### src/rtl/core/cpst_pkg.sv
// ----------------------------------------------------------------------------
// cpst_pkg
// Shared types, status codes and constants for the complex pair set table.
// ----------------------------------------------------------------------------
package cpst_pkg;

   // default number of table entries
   localparam int unsigned DEPTH_DEFAULT = 16;

   // configuration port
   localparam int unsigned CSR_AW        = 3;
   localparam int unsigned CSR_DW        = 32;
   localparam logic [4:0]  CAP_RESET     = 5'd16;

   // result status codes
   localparam logic [2:0] ST_ADDED   = 3'd0;
   localparam logic [2:0] ST_PRESENT = 3'd1;
   localparam logic [2:0] ST_REMOVED = 3'd2;
   localparam logic [2:0] ST_MISSING = 3'd3;
   localparam logic [2:0] ST_FULL    = 3'd4;
   localparam logic [2:0] ST_EMPTY   = 3'd5;

   // operation codes
   localparam logic OP_ADD    = 1'b0;
   localparam logic OP_REMOVE = 1'b1;

   // input beat
   typedef struct packed {
      logic               opcode;
      logic signed [31:0] real_part;
      logic signed [31:0] imag_part;
   } req_type;

   // result beat
   typedef struct packed {
      logic [2:0] status;
      logic [4:0] entry_count;
   } rsp_type;

   // controller to datapath commands
   typedef struct packed {
      logic       load;
      logic       search;
      logic       rd_last;
      logic       move;
      logic       append;
      logic       rsp_load;
      logic [2:0] rsp_status;
   } cmd_type;

   // datapath to controller status
   typedef struct packed {
      logic found;
      logic done;
      logic is_remove;
      logic empty;
      logic full;
   } stat_type;

endpackage

### src/rtl/core/cpst_ctrl.sv
// ----------------------------------------------------------------------------
// cpst_ctrl
// Sequencer for search, append, swap-remove and result hand-off.
// ----------------------------------------------------------------------------
module cpst_ctrl
   import cpst_pkg::*;
(
   input  logic     clock,
   input  logic     reset,
   input  logic     req_valid,
   output logic     req_stall,
   output logic     rsp_valid,
   input  logic     rsp_stall,
   input  stat_type stat,
   output cmd_type  cmd
);

   localparam logic [2:0] S_IDLE   = 3'd0;
   localparam logic [2:0] S_SEARCH = 3'd1;
   localparam logic [2:0] S_RDLAST = 3'd2;
   localparam logic [2:0] S_MOVE   = 3'd3;
   localparam logic [2:0] S_RESP   = 3'd4;

   logic [2:0] state_ff, state_in;
   logic [2:0] status_ff, status_in;
   logic       rsp_valid_ff, rsp_valid_in;
   logic       rsp_free;

   assign rsp_free  = !rsp_valid_ff || !rsp_stall;
   assign req_stall = (state_ff != S_IDLE);
   assign rsp_valid = rsp_valid_ff;

   // next state and commands
   always_comb begin
      state_in       = state_ff;
      status_in      = status_ff;
      cmd            = '0;
      cmd.rsp_status = status_ff;
      unique case (state_ff)
         S_IDLE: begin
            if (req_valid) begin
               cmd.load = 1'b1;
               state_in = S_SEARCH;
            end
         end
         S_SEARCH: begin
            cmd.search = 1'b1;
            if (stat.found) begin
               if (stat.is_remove) begin
                  state_in = S_RDLAST;
               end else begin
                  status_in = ST_PRESENT;
                  state_in  = S_RESP;
               end
            end else if (stat.done) begin
               state_in = S_RESP;
               if (!stat.is_remove) begin
                  if (stat.full) begin
                     status_in = ST_FULL;
                  end else begin
                     cmd.append = 1'b1;
                     status_in  = ST_ADDED;
                  end
               end else if (stat.empty) begin
                  status_in = ST_EMPTY;
               end else begin
                  status_in = ST_MISSING;
               end
            end
         end
         S_RDLAST: begin
            cmd.rd_last = 1'b1;
            state_in    = S_MOVE;
         end
         S_MOVE: begin
            cmd.move  = 1'b1;
            status_in = ST_REMOVED;
            state_in  = S_RESP;
         end
         S_RESP: begin
            if (rsp_free) begin
               cmd.rsp_load = 1'b1;
               state_in     = S_IDLE;
            end
         end
         default: begin
            state_in = S_IDLE;
         end
      endcase
   end

   // output beat valid
   always_comb begin
      if (cmd.rsp_load) begin
         rsp_valid_in = 1'b1;
      end else if (!rsp_stall) begin
         rsp_valid_in = 1'b0;
      end else begin
         rsp_valid_in = rsp_valid_ff;
      end
   end

   always_ff @(posedge clock) begin
      if (reset) begin
         state_ff     <= S_IDLE;
         rsp_valid_ff <= 1'b0;
      end else begin
         state_ff     <= state_in;
         rsp_valid_ff <= rsp_valid_in;
      end
   end

   always_ff @(posedge clock) begin
      status_ff <= status_in;
   end

endmodule

### src/rtl/core/cpst_dp.sv
// ----------------------------------------------------------------------------
// cpst_dp
// Entry memory, search pointer, key compare, entry count and result register.
// ----------------------------------------------------------------------------
module cpst_dp
   import cpst_pkg::*;
#(
   parameter int unsigned TABLE_DEPTH = DEPTH_DEFAULT
)
(
   input  logic       clock,
   input  logic       reset,
   input  req_type    req_payload,
   input  logic [4:0] cap,
   input  cmd_type    cmd,
   output stat_type   stat,
   output rsp_type    rsp_payload
);

   localparam int unsigned AW = (TABLE_DEPTH > 1) ? $clog2(TABLE_DEPTH) : 1;
   localparam int unsigned CW = $clog2(TABLE_DEPTH + 1);
   localparam int unsigned LW = (CW > 5) ? CW : 5;

   logic [63:0]   mem [TABLE_DEPTH];
   logic [63:0]   key_ff;
   logic          op_ff;
   logic [CW-1:0] count_ff, count_in;
   logic [CW-1:0] rd_idx_ff, rd_idx_in;
   logic          cmp_vld_ff, cmp_vld_in;
   logic [AW-1:0] cmp_idx_ff;
   logic [AW-1:0] slot_ff;
   logic [63:0]   rdata_ff;
   rsp_type       rsp_ff;

   logic          issue;
   logic          rd_en;
   logic [AW-1:0] rd_addr;
   logic          wr_en;
   logic [AW-1:0] wr_addr;
   logic [63:0]   wr_data;
   logic [CW-1:0] last_w;
   logic [LW-1:0] count_ext;
   logic [LW-1:0] cap_ext;
   logic [LW-1:0] limit;

   // search issues one read per cycle while entries remain
   assign issue   = cmd.search && (rd_idx_ff < count_ff);
   assign last_w  = count_ff - CW'(1);
   assign rd_en   = issue || cmd.rd_last;
   assign rd_addr = cmd.rd_last ? last_w[AW-1:0] : rd_idx_ff[AW-1:0];

   // single write port: append at the end or fill the removed slot
   assign wr_en   = cmd.append || cmd.move;
   assign wr_addr = cmd.append ? count_ff[AW-1:0] : slot_ff;
   assign wr_data = cmd.append ? key_ff : rdata_ff;

   always_ff @(posedge clock) begin
      if (wr_en) begin
         mem[wr_addr] <= wr_data;
      end
      if (rd_en) begin
         rdata_ff <= mem[rd_addr];
      end
   end

   // effective limit is the smaller of capacity and depth
   assign count_ext = LW'(count_ff);
   assign cap_ext   = LW'(cap);
   assign limit     = (cap_ext > LW'(TABLE_DEPTH)) ? LW'(TABLE_DEPTH) : cap_ext;

   assign stat.found     = cmp_vld_ff && (rdata_ff == key_ff);
   assign stat.done      = !cmp_vld_ff && (rd_idx_ff == count_ff);
   assign stat.is_remove = (op_ff == OP_REMOVE);
   assign stat.empty     = (count_ff == '0);
   assign stat.full      = (count_ext >= limit);

   // search pointer and compare pipeline
   always_comb begin
      rd_idx_in  = rd_idx_ff;
      cmp_vld_in = cmp_vld_ff;
      if (cmd.load) begin
         rd_idx_in  = '0;
         cmp_vld_in = 1'b0;
      end else if (cmd.search) begin
         rd_idx_in  = issue ? rd_idx_ff + CW'(1) : rd_idx_ff;
         cmp_vld_in = issue;
      end
   end

   // entry count
   always_comb begin
      count_in = count_ff;
      if (cmd.append) begin
         count_in = count_ff + CW'(1);
      end else if (cmd.move) begin
         count_in = last_w;
      end
   end

   always_ff @(posedge clock) begin
      if (reset) begin
         count_ff   <= '0;
         rd_idx_ff  <= '0;
         cmp_vld_ff <= 1'b0;
      end else begin
         count_ff   <= count_in;
         rd_idx_ff  <= rd_idx_in;
         cmp_vld_ff <= cmp_vld_in;
      end
   end

   // key, compare index, hit slot and result payload
   always_ff @(posedge clock) begin
      if (cmd.load) begin
         key_ff <= {req_payload.real_part, req_payload.imag_part};
         op_ff  <= req_payload.opcode;
      end
      if (issue) begin
         cmp_idx_ff <= rd_idx_ff[AW-1:0];
      end
      if (cmd.search && stat.found) begin
         slot_ff <= cmp_idx_ff;
      end
      if (cmd.rsp_load) begin
         rsp_ff.status      <= cmd.rsp_status;
         rsp_ff.entry_count <= count_ext[4:0];
      end
   end

   assign rsp_payload = rsp_ff;

endmodule

### src/rtl/core/complex_pair_set_table.sv
// ----------------------------------------------------------------------------
// complex_pair_set_table
// Set of distinct signed complex pairs with linear search and swap-remove.
// ----------------------------------------------------------------------------
// Usage:
//   req channel: one beat per operation, opcode 0 adds and 1 removes the pair
//   (real_part, imag_part). Handshake is valid/stall, taken when valid is
//   high and stall low. One operation is handled at a time.
//   rsp channel: exactly one beat per operation, carrying a status code and
//   the entry count after the operation.
//   csr port: APB-style, register 0 (byte address 0) is capacity_in_use,
//   5 bits, reset 16; values above TABLE_DEPTH act as TABLE_DEPTH.
// Timing: an add or a remove searches the stored entries in order; a remove
//   that hits then reads the last entry and moves it into the hit slot. The
//   search reads one entry per cycle from the entry memory, and the next beat
//   is taken in the idle state after the result is loaded.
// Reset: the set is emptied (count zero) and capacity returns to 16; the
//   entry memory is not cleared since only used entries are ever read.
// Stall: the result sits in an output register; a new beat may be taken
//   while it waits, but the next result is held until the old one is taken.
// ----------------------------------------------------------------------------
module complex_pair_set_table
   import cpst_pkg::*;
#(
   parameter int unsigned TABLE_DEPTH = DEPTH_DEFAULT
)
(
   input  logic              clock,
   input  logic              reset,
   input  logic              req_valid,
   output logic              req_stall,
   input  req_type           req_payload,
   output logic              rsp_valid,
   input  logic              rsp_stall,
   output rsp_type           rsp_payload,
   input  logic              csr_psel,
   input  logic              csr_penable,
   input  logic              csr_pwrite,
   input  logic [CSR_AW-1:0] csr_paddr,
   input  logic [CSR_DW-1:0] csr_pwdata,
   output logic [CSR_DW-1:0] csr_prdata,
   output logic              csr_pready
);

   logic [4:0] cap_ff;
   logic       cap_sel;
   logic       cap_wr;
   cmd_type    cmd;
   stat_type   stat;

   // capacity register, word 0
   assign csr_pready = 1'b1;
   assign cap_sel    = (csr_paddr[2] == 1'b0);
   assign cap_wr     = csr_psel && csr_penable && csr_pwrite && csr_pready && cap_sel;
   assign csr_prdata = cap_sel ? CSR_DW'(cap_ff) : '0;

   always_ff @(posedge clock) begin
      if (reset) begin
         cap_ff <= CAP_RESET;
      end else if (cap_wr) begin
         cap_ff <= csr_pwdata[4:0];
      end
   end

   cpst_ctrl u_ctrl (
      .clock     (clock),
      .reset     (reset),
      .req_valid (req_valid),
      .req_stall (req_stall),
      .rsp_valid (rsp_valid),
      .rsp_stall (rsp_stall),
      .stat      (stat),
      .cmd       (cmd)
   );

   cpst_dp #(
      .TABLE_DEPTH (TABLE_DEPTH)
   ) u_dp (
      .clock       (clock),
      .reset       (reset),
      .req_payload (req_payload),
      .cap         (cap_ff),
      .cmd         (cmd),
      .stat        (stat),
      .rsp_payload (rsp_payload)
   );

endmodule

### config.mk
export PLATFORM = sky130hd
export DESIGN_NAME = complex_pair_set_table
export DESIGN_NICKNAME = d
export VERILOG_FILES = /design/src/rtl/core/cpst_pkg.sv /design/src/rtl/core/cpst_ctrl.sv /design/src/rtl/core/cpst_dp.sv /design/src/rtl/core/complex_pair_set_table.sv
export SDC_FILE = /design/constraint.sdc
export NUM_CORES = 2
export LEC_CHECK = 0
export BUFFER_PORTS_ARGS = -buffer_cell sky130_fd_sc_hd__buf_2
export CAP_MARGIN = 25
export CORE_MARGIN = 1
export CORE_UTILIZATION = 65
export DETAILED_ROUTE_END_ITERATION = 8
export PLACE_DENSITY = 0.93
export SYNTH_ARGS = -nofsm -noshare
export SYNTH_HDL_FRONTEND = slang
export SYNTH_HIERARCHICAL = 1
export SYNTH_SLANG_ARGS = --single-unit
### constraint.sdc
create_clock -name clock -period 13.6 [get_ports clock]
set_input_delay 0.68 -clock clock [delete_from_list [all_inputs] [get_ports clock]]
set_output_delay 0.68 -clock clock [all_outputs]
set_load 0.02 [all_outputs]
Yosys cells after proc, flatten, opt, wreduce, memory -nomap -nowiden
Memories as Yosys holds them, arrays and structs flattened. A register that Yosys moved wholly into a read port is not among the register bits.
Cells that the tools add are included.
W data, S select, Z words.
{"block": "word_totals", "ff_bits": 104, "mem_bits_rw": 1024, "inputBits": 107, "out_inout_bits": 43, "elab_cells": 90, "mem_count": 1}
{"block": "op_classes", "n_addsub": 3, "order_cmp": 3, "n_eq_ne": 11, "mux": 36, "bitwise_logic": 1, "reduce_logical": 22}
{"memory": "u_dp.mem", "depth": 16, "word_bits": 64, "rd": 1, "rd_clocked_by_memory_dff": 1, "wr": 1, "line_no": "cpst_dp.sv:24", "text": "logic [63:0] mem [TABLE_DEPTH];"}
{"op": "$eq A64 B64 Y1", "count": 1}
{"op": "$mux W64", "count": 1}
{"op": "$mux W3", "count": 11}
{"op": "$mux W5", "count": 4}
{"op": "$mux W1", "count": 16}
{"op": "$pmux W3 S5", "count": 1}
{"op": "$add A5 B1 Y5 const B", "count": 2}
{"op": "$mux W4", "count": 2}
{"op": "$logic_and A1 B1 Y1", "count": 7}
{"op": "$eq A3 B2 Y1 const B", "count": 2}
{"op": "$pmux W3 S2", "count": 1}
{"op": "$reduce_and A3 Y1", "count": 2}
{"op": "$eq A5 B5 Y1", "count": 1}
{"op": "$ge A5 B5 Y1", "count": 1}
{"op": "$gt A5 B5 Y1 const B", "count": 1}
{"op": "$logic_not A5 Y1", "count": 1}
{"op": "$lt A5 B5 Y1", "count": 1}
{"op": "$sub A5 B1 Y5 const B", "count": 1}
{"op": "$ne A2 B1 Y1 const B", "count": 2}
{"op": "$reduce_bool A2 Y1", "count": 2}
{"op": "$eq A3 B1 Y1 const B", "count": 1}
{"op": "$eq A3 B3 Y1 const B", "count": 1}
{"op": "$logic_not A1 Y1", "count": 3}
{"op": "$logic_not A3 Y1", "count": 1}
{"op": "8 further kinds", "count": 10}

Longest topological paths before layout
{"block": "logic_depth", "depth_word": 11, "mapped_depth": 15}

Cells and area by module
The synthesis kept the hierarchy.
{"mod": "cpst_dp", "instances": 1, "cells_each": 2258, "area_each_um2": 46414.5}
{"mod": "complex_pair_set_table", "instances": 1, "cells_each": 58, "area_each_um2": 494.2}
{"mod": "cpst_ctrl", "instances": 1, "cells_each": 41, "area_each_um2": 372.9}

Worst setup path before layout
OpenSTA, ideal clock, no wires.
{"block": "synth_path", "path_type": "register -> register", "from": "register u_dp.count_ff[0], in the netlist u_dp/count_ext[0]", "to": "memory u_dp.mem[5][0] (enable)", "setup_ns": 0.487, "t_arrival_ns": 5.373, "required_ns": 13.113, "path_slack_ns": 7.741, "path_stages_with_launch": 14, "path_buffers": 3, "period_less_slack_ns": 5.859, "cell_sequence": "dfxtp_1 > buf_6 > inv_1 > ha_1 > nand2b_1 > a21o_1 > a21o_1 > a21o_1 > a21o_1 > and4b_1 > clkbuf_1 > clkbuf_1 > a32oi_1 > nor2_1"}
{"item": "start, declared", "line_no": "cpst_dp.sv:27", "text": "logic [CW-1:0] count_ff, count_in;"}
{"item": "start signal, assigned", "line_no": "cpst_dp.sv:106", "text": "count_ff <= count_in;"}
{"item": "end, declared", "line_no": "cpst_dp.sv:24"}

==> impl_metrics.tcl <==
set metrics [dict create \
    status "finished, final reports clean" \
    postRouteWirelength_um 125000 \
    fp.coreArea_mm2 0.0717 \
    skew_ns 0.0582 \
    synth_cells 2357 \
    dieArea_mm2 0.0738 \
    nNetsFinal 2607 \
    port_buffers 92 \
    placed_cells 3316 \
    cts-buffers-inserted 109 \
    finalMaxSlewViolations 0 \
    dp_slack_ns 7.66 \
    gp_congestion 0.840 \
    critPathLaunchType "flop" \
    final_util_pct 73.2 \
    rrSetupSlack_ns 7.55 \
    fin_crit_ns 6.05 \
    cts_setup_buffers 0 \
    synth_top_area_share_pct 74.4 \
    holdPathStages 1 \
    powerDensity_mw_per_mm2 141 \
    crit_path_max_fanout 59 \
    holdPathEnd "u_dp/key_ff[8]" \
    worstPathCellList "xnor2_1 -> nand4_1 -> nor4_1 -> nand4_1 -> nor3_1 -> clkbuf_4 -> nor2_1 -> and4b_4 -> nor2b_1 -> a32oi_1 -> nor2_4 -> buf_4" \
    start_util_pct 65.9 \
    critical_path_required_ns 13.87 \
    fmax_mhz 165 \
    r2r_start "u_dp/rdata_ff[5]" \
    drtIter0Drc 4545 \
    netlist_area_mm2 0.0473 \
    synthToLayoutAreaGrowth_pct 11.0 \
    reg2reg_depth 12 \
    vdd_drop_max_v 0.000129 \
    dp_hpwl_um 56700 \
    min_period_over_period_pct 44.5 \
    rsz0062_at_grt "no" \
    vias_per_cell 7.28 \
    hp-start "req_payload[8]" \
    syn_area_per_cell_um2 20.1 \
    grt_start_max_net_pins 166 \
    crit_family "simple AND/OR/NAND/NOR gates" \
    clock_latency_ns 0.71 \
    synth_commonest_cells "edfxtp_1, mux2_2, mux4_2, buf_2, o221ai_1" \
    ys_top_cells_by_area "edfxtp_1, mux2_2, mux4_2" \
    antenna_found_initial 9 \
    cts_num_sinks 1192 \
    drive_gt1_share_pct 33.9 \
    crit_slowest_cell "buf_4" \
    stdcell_count 3528 \
    relSlewSlack_pct 22.3 \
    reg2reg_to "u_dp/mem[14][35]" \
    max_stage_delay_ns 0.92 \
    clockBufferDepth 3 \
    antennaDiodeCount 0 \
    overflow 0 \
    drc 0 \
    std_cell_rows 98 \
    vias 25696 \
    die_h_um 272 \
    finalSetupViolCount 0 \
    hp-class "input pin to flop" \
    cp.arrival_ns 6.33 \
    ant_nets 0 \
    synth_edf_count 1172 \
    grt_pass1_wl_um 176000 \
    io_pins 150 \
    cts_hold_buffers 0 \
    finalPower_w 0.00738 \
    ys.flop_type "edfxtp_1" \
    path_clk_slew_ns 0.06 \
    yosysMostFrequentCell "edfxtp_1" \
    gr-usage-all-layers_pct 33.5 \
    tritoncts "done" \
    critPathBufInv 2 \
    maxCapViolCount 0 \
    fin_setup_tns_ns 0 \
    grt_pass1_vias 26298 \
    end_kind "flop" \
    cts_root_buf "clkbuf_16" \
    yosysWarnings 6 \
    setup_slack_ns 7.55 \
    post_cts_resized 0 \
    h-tree-depth 3 \
    cpMostUsedCell "nand4_1" \
    worst_pin_slew_ns 1.17 \
    path_class "flop to flop" \
    synth_cell_types 64 \
    drtPass1Iterations 6 \
    wire_per_inst_um 35.4 \
    die_w_um 272 \
    ys_seq_elements 1192 \
    ys_seq_area_share_pct 75.3 \
    power.leakage_nw 16.7 \
    yosysTopAreaCell "edfxtp_1" \
    hold_viol_final 0 \
    synthArstFlopShare_pct 0 \
]
## flip-flops by register name, indices dropped and copies added, names as in the netlist, 5 cells and up
signal and count:
u_dp/count_ext 5, u_dp/mem 1024, u_dp/rd_idx_ff 5, cap_ff 5, u_dp/rdata_ff 64, u_dp/rsp_payload 8, u_dp/key_ff 64
## kinds of logic after synthesis
kind of cell               after synthesis  synth area share [%]
DFF                                   1192                  75.3
muxes                                  449                  13.7
AOI/OAI and AO/OA                      317                  5.80
buffers and inverters                  188                  2.22
and+or+nand+nor                        142                  1.61
xor gates and xnor gates                53                 0.982
adders and majority gates               14                 0.370
other                                    2                0.0159
## where the power goes
group / switching, W / internal (W)
Sequential: 0.0000238 / 0.00406
Clock: 0.00139 / 0.00172
Combinational: 0.000131 / 0.0000536
## layout by cell type, fill, tap and decap left out, types with 5 or more instances in the layout
| master | synthesis | final |
|---|---|---|
| a21o_1 | 6 | 6 |
| a21oi_1 | 52 | 51 |
| a21oi_2 | 21 | 21 |
| and2b_2 | 5 | 5 |
| buf_16 | 0 | 6 |
| buf_2 | 72 | 97 |
| buf_4 | 36 | 43 |
| bufinv_16 | 0 | 11 |
| clkbuf_1 | 26 | 14 |
| clkbuf_16 | 0 | 110 |
| clkinv_1 | 0 | 25 |
| clkinv_2 | 0 | 27 |
| conb_1 | 2 | 28 |
| dfxtp_1 | 20 | 20 |
| edfxtp_1 | 1172 | 1172 |
| ha_1 | 14 | 14 |
| inv_1 | 29 | 29 |
| mux2_2 | 314 | 314 |
| mux2i_1 | 7 | 7 |
| mux4_2 | 128 | 128 |
| nand2_1 | 23 | 22 |
| nand2b_1 | 17 | 17 |
| nand4_1 | 14 | 14 |
| nor2_1 | 40 | 23 |
| nor2_4 | 0 | 17 |
| nor2b_1 | 6 | 6 |
| nor3_1 | 7 | 7 |
| nor4_1 | 8 | 8 |
| o21ai_0 | 9 | 9 |
| o221ai_1 | 70 | 70 |
| o221ai_2 | 60 | 60 |
| o22ai_1 | 68 | 68 |
| xnor2_1 | 39 | 39 |
| xor2_1 | 14 | 14 |
## worst reg2reg max path, delay by kind of cell (launching register included)
kind | cells | cell delay (ns)
xor+xnor | 1 | 0.57
simple gates | 8 | 3.03
buf+inv | 2 | 1.18
flops | 1 | 0.46
compound gates | 1 | 0.32
## per-layer routing
layer  track usage, %  share of wire [%]
met1             41.6                 32
met5                0               0.10
met4             20.0                6.0
met2             53.0                 48
met3             9.22                 14
## layout make-up
type / instances / area, um2
repair buffers: 151 / 1060
inverters: 29 / 109
clock inverters: 76 / 759
fillers: 3516 / 19200
flip-flops and latches: 1192 / 35600
multi-input cells: 1003 / 10900
well taps: 950 / 1190
clock buffers: 127 / 2850
## through the flow
stage / hold WS (ns) / instance area, um2
floorplan: 0.400 / 47400
global placement: 0.405 / 48600
detailed placement: 0.406 / 48700
CTS: 0.129 / 52300
global route: 0.132 / 52500
finish: 0.149 / 52500
## worst max-delay path by stage
stage                      start               end  slack, ns  cells past startpoint
4_1_cts         u_dp/rdata_ff[5]  u_dp/mem[14][42]       7.57                     11
5_1_grt        u_dp/count_ext[0]  u_dp/mem[14][35]       7.59                     11
6_report        u_dp/rdata_ff[5]  u_dp/mem[14][35]       7.55                     12
2_1_floorplan  u_dp/count_ext[0]    u_dp/mem[5][0]       7.74                     13
3_5_place_dp     u_dp/key_ff[43]  u_dp/mem[11][59]       7.66                     12
3_3_place_gp     u_dp/key_ff[43]  u_dp/mem[11][38]       7.85                     12
(Power assumes the default switching activity.)
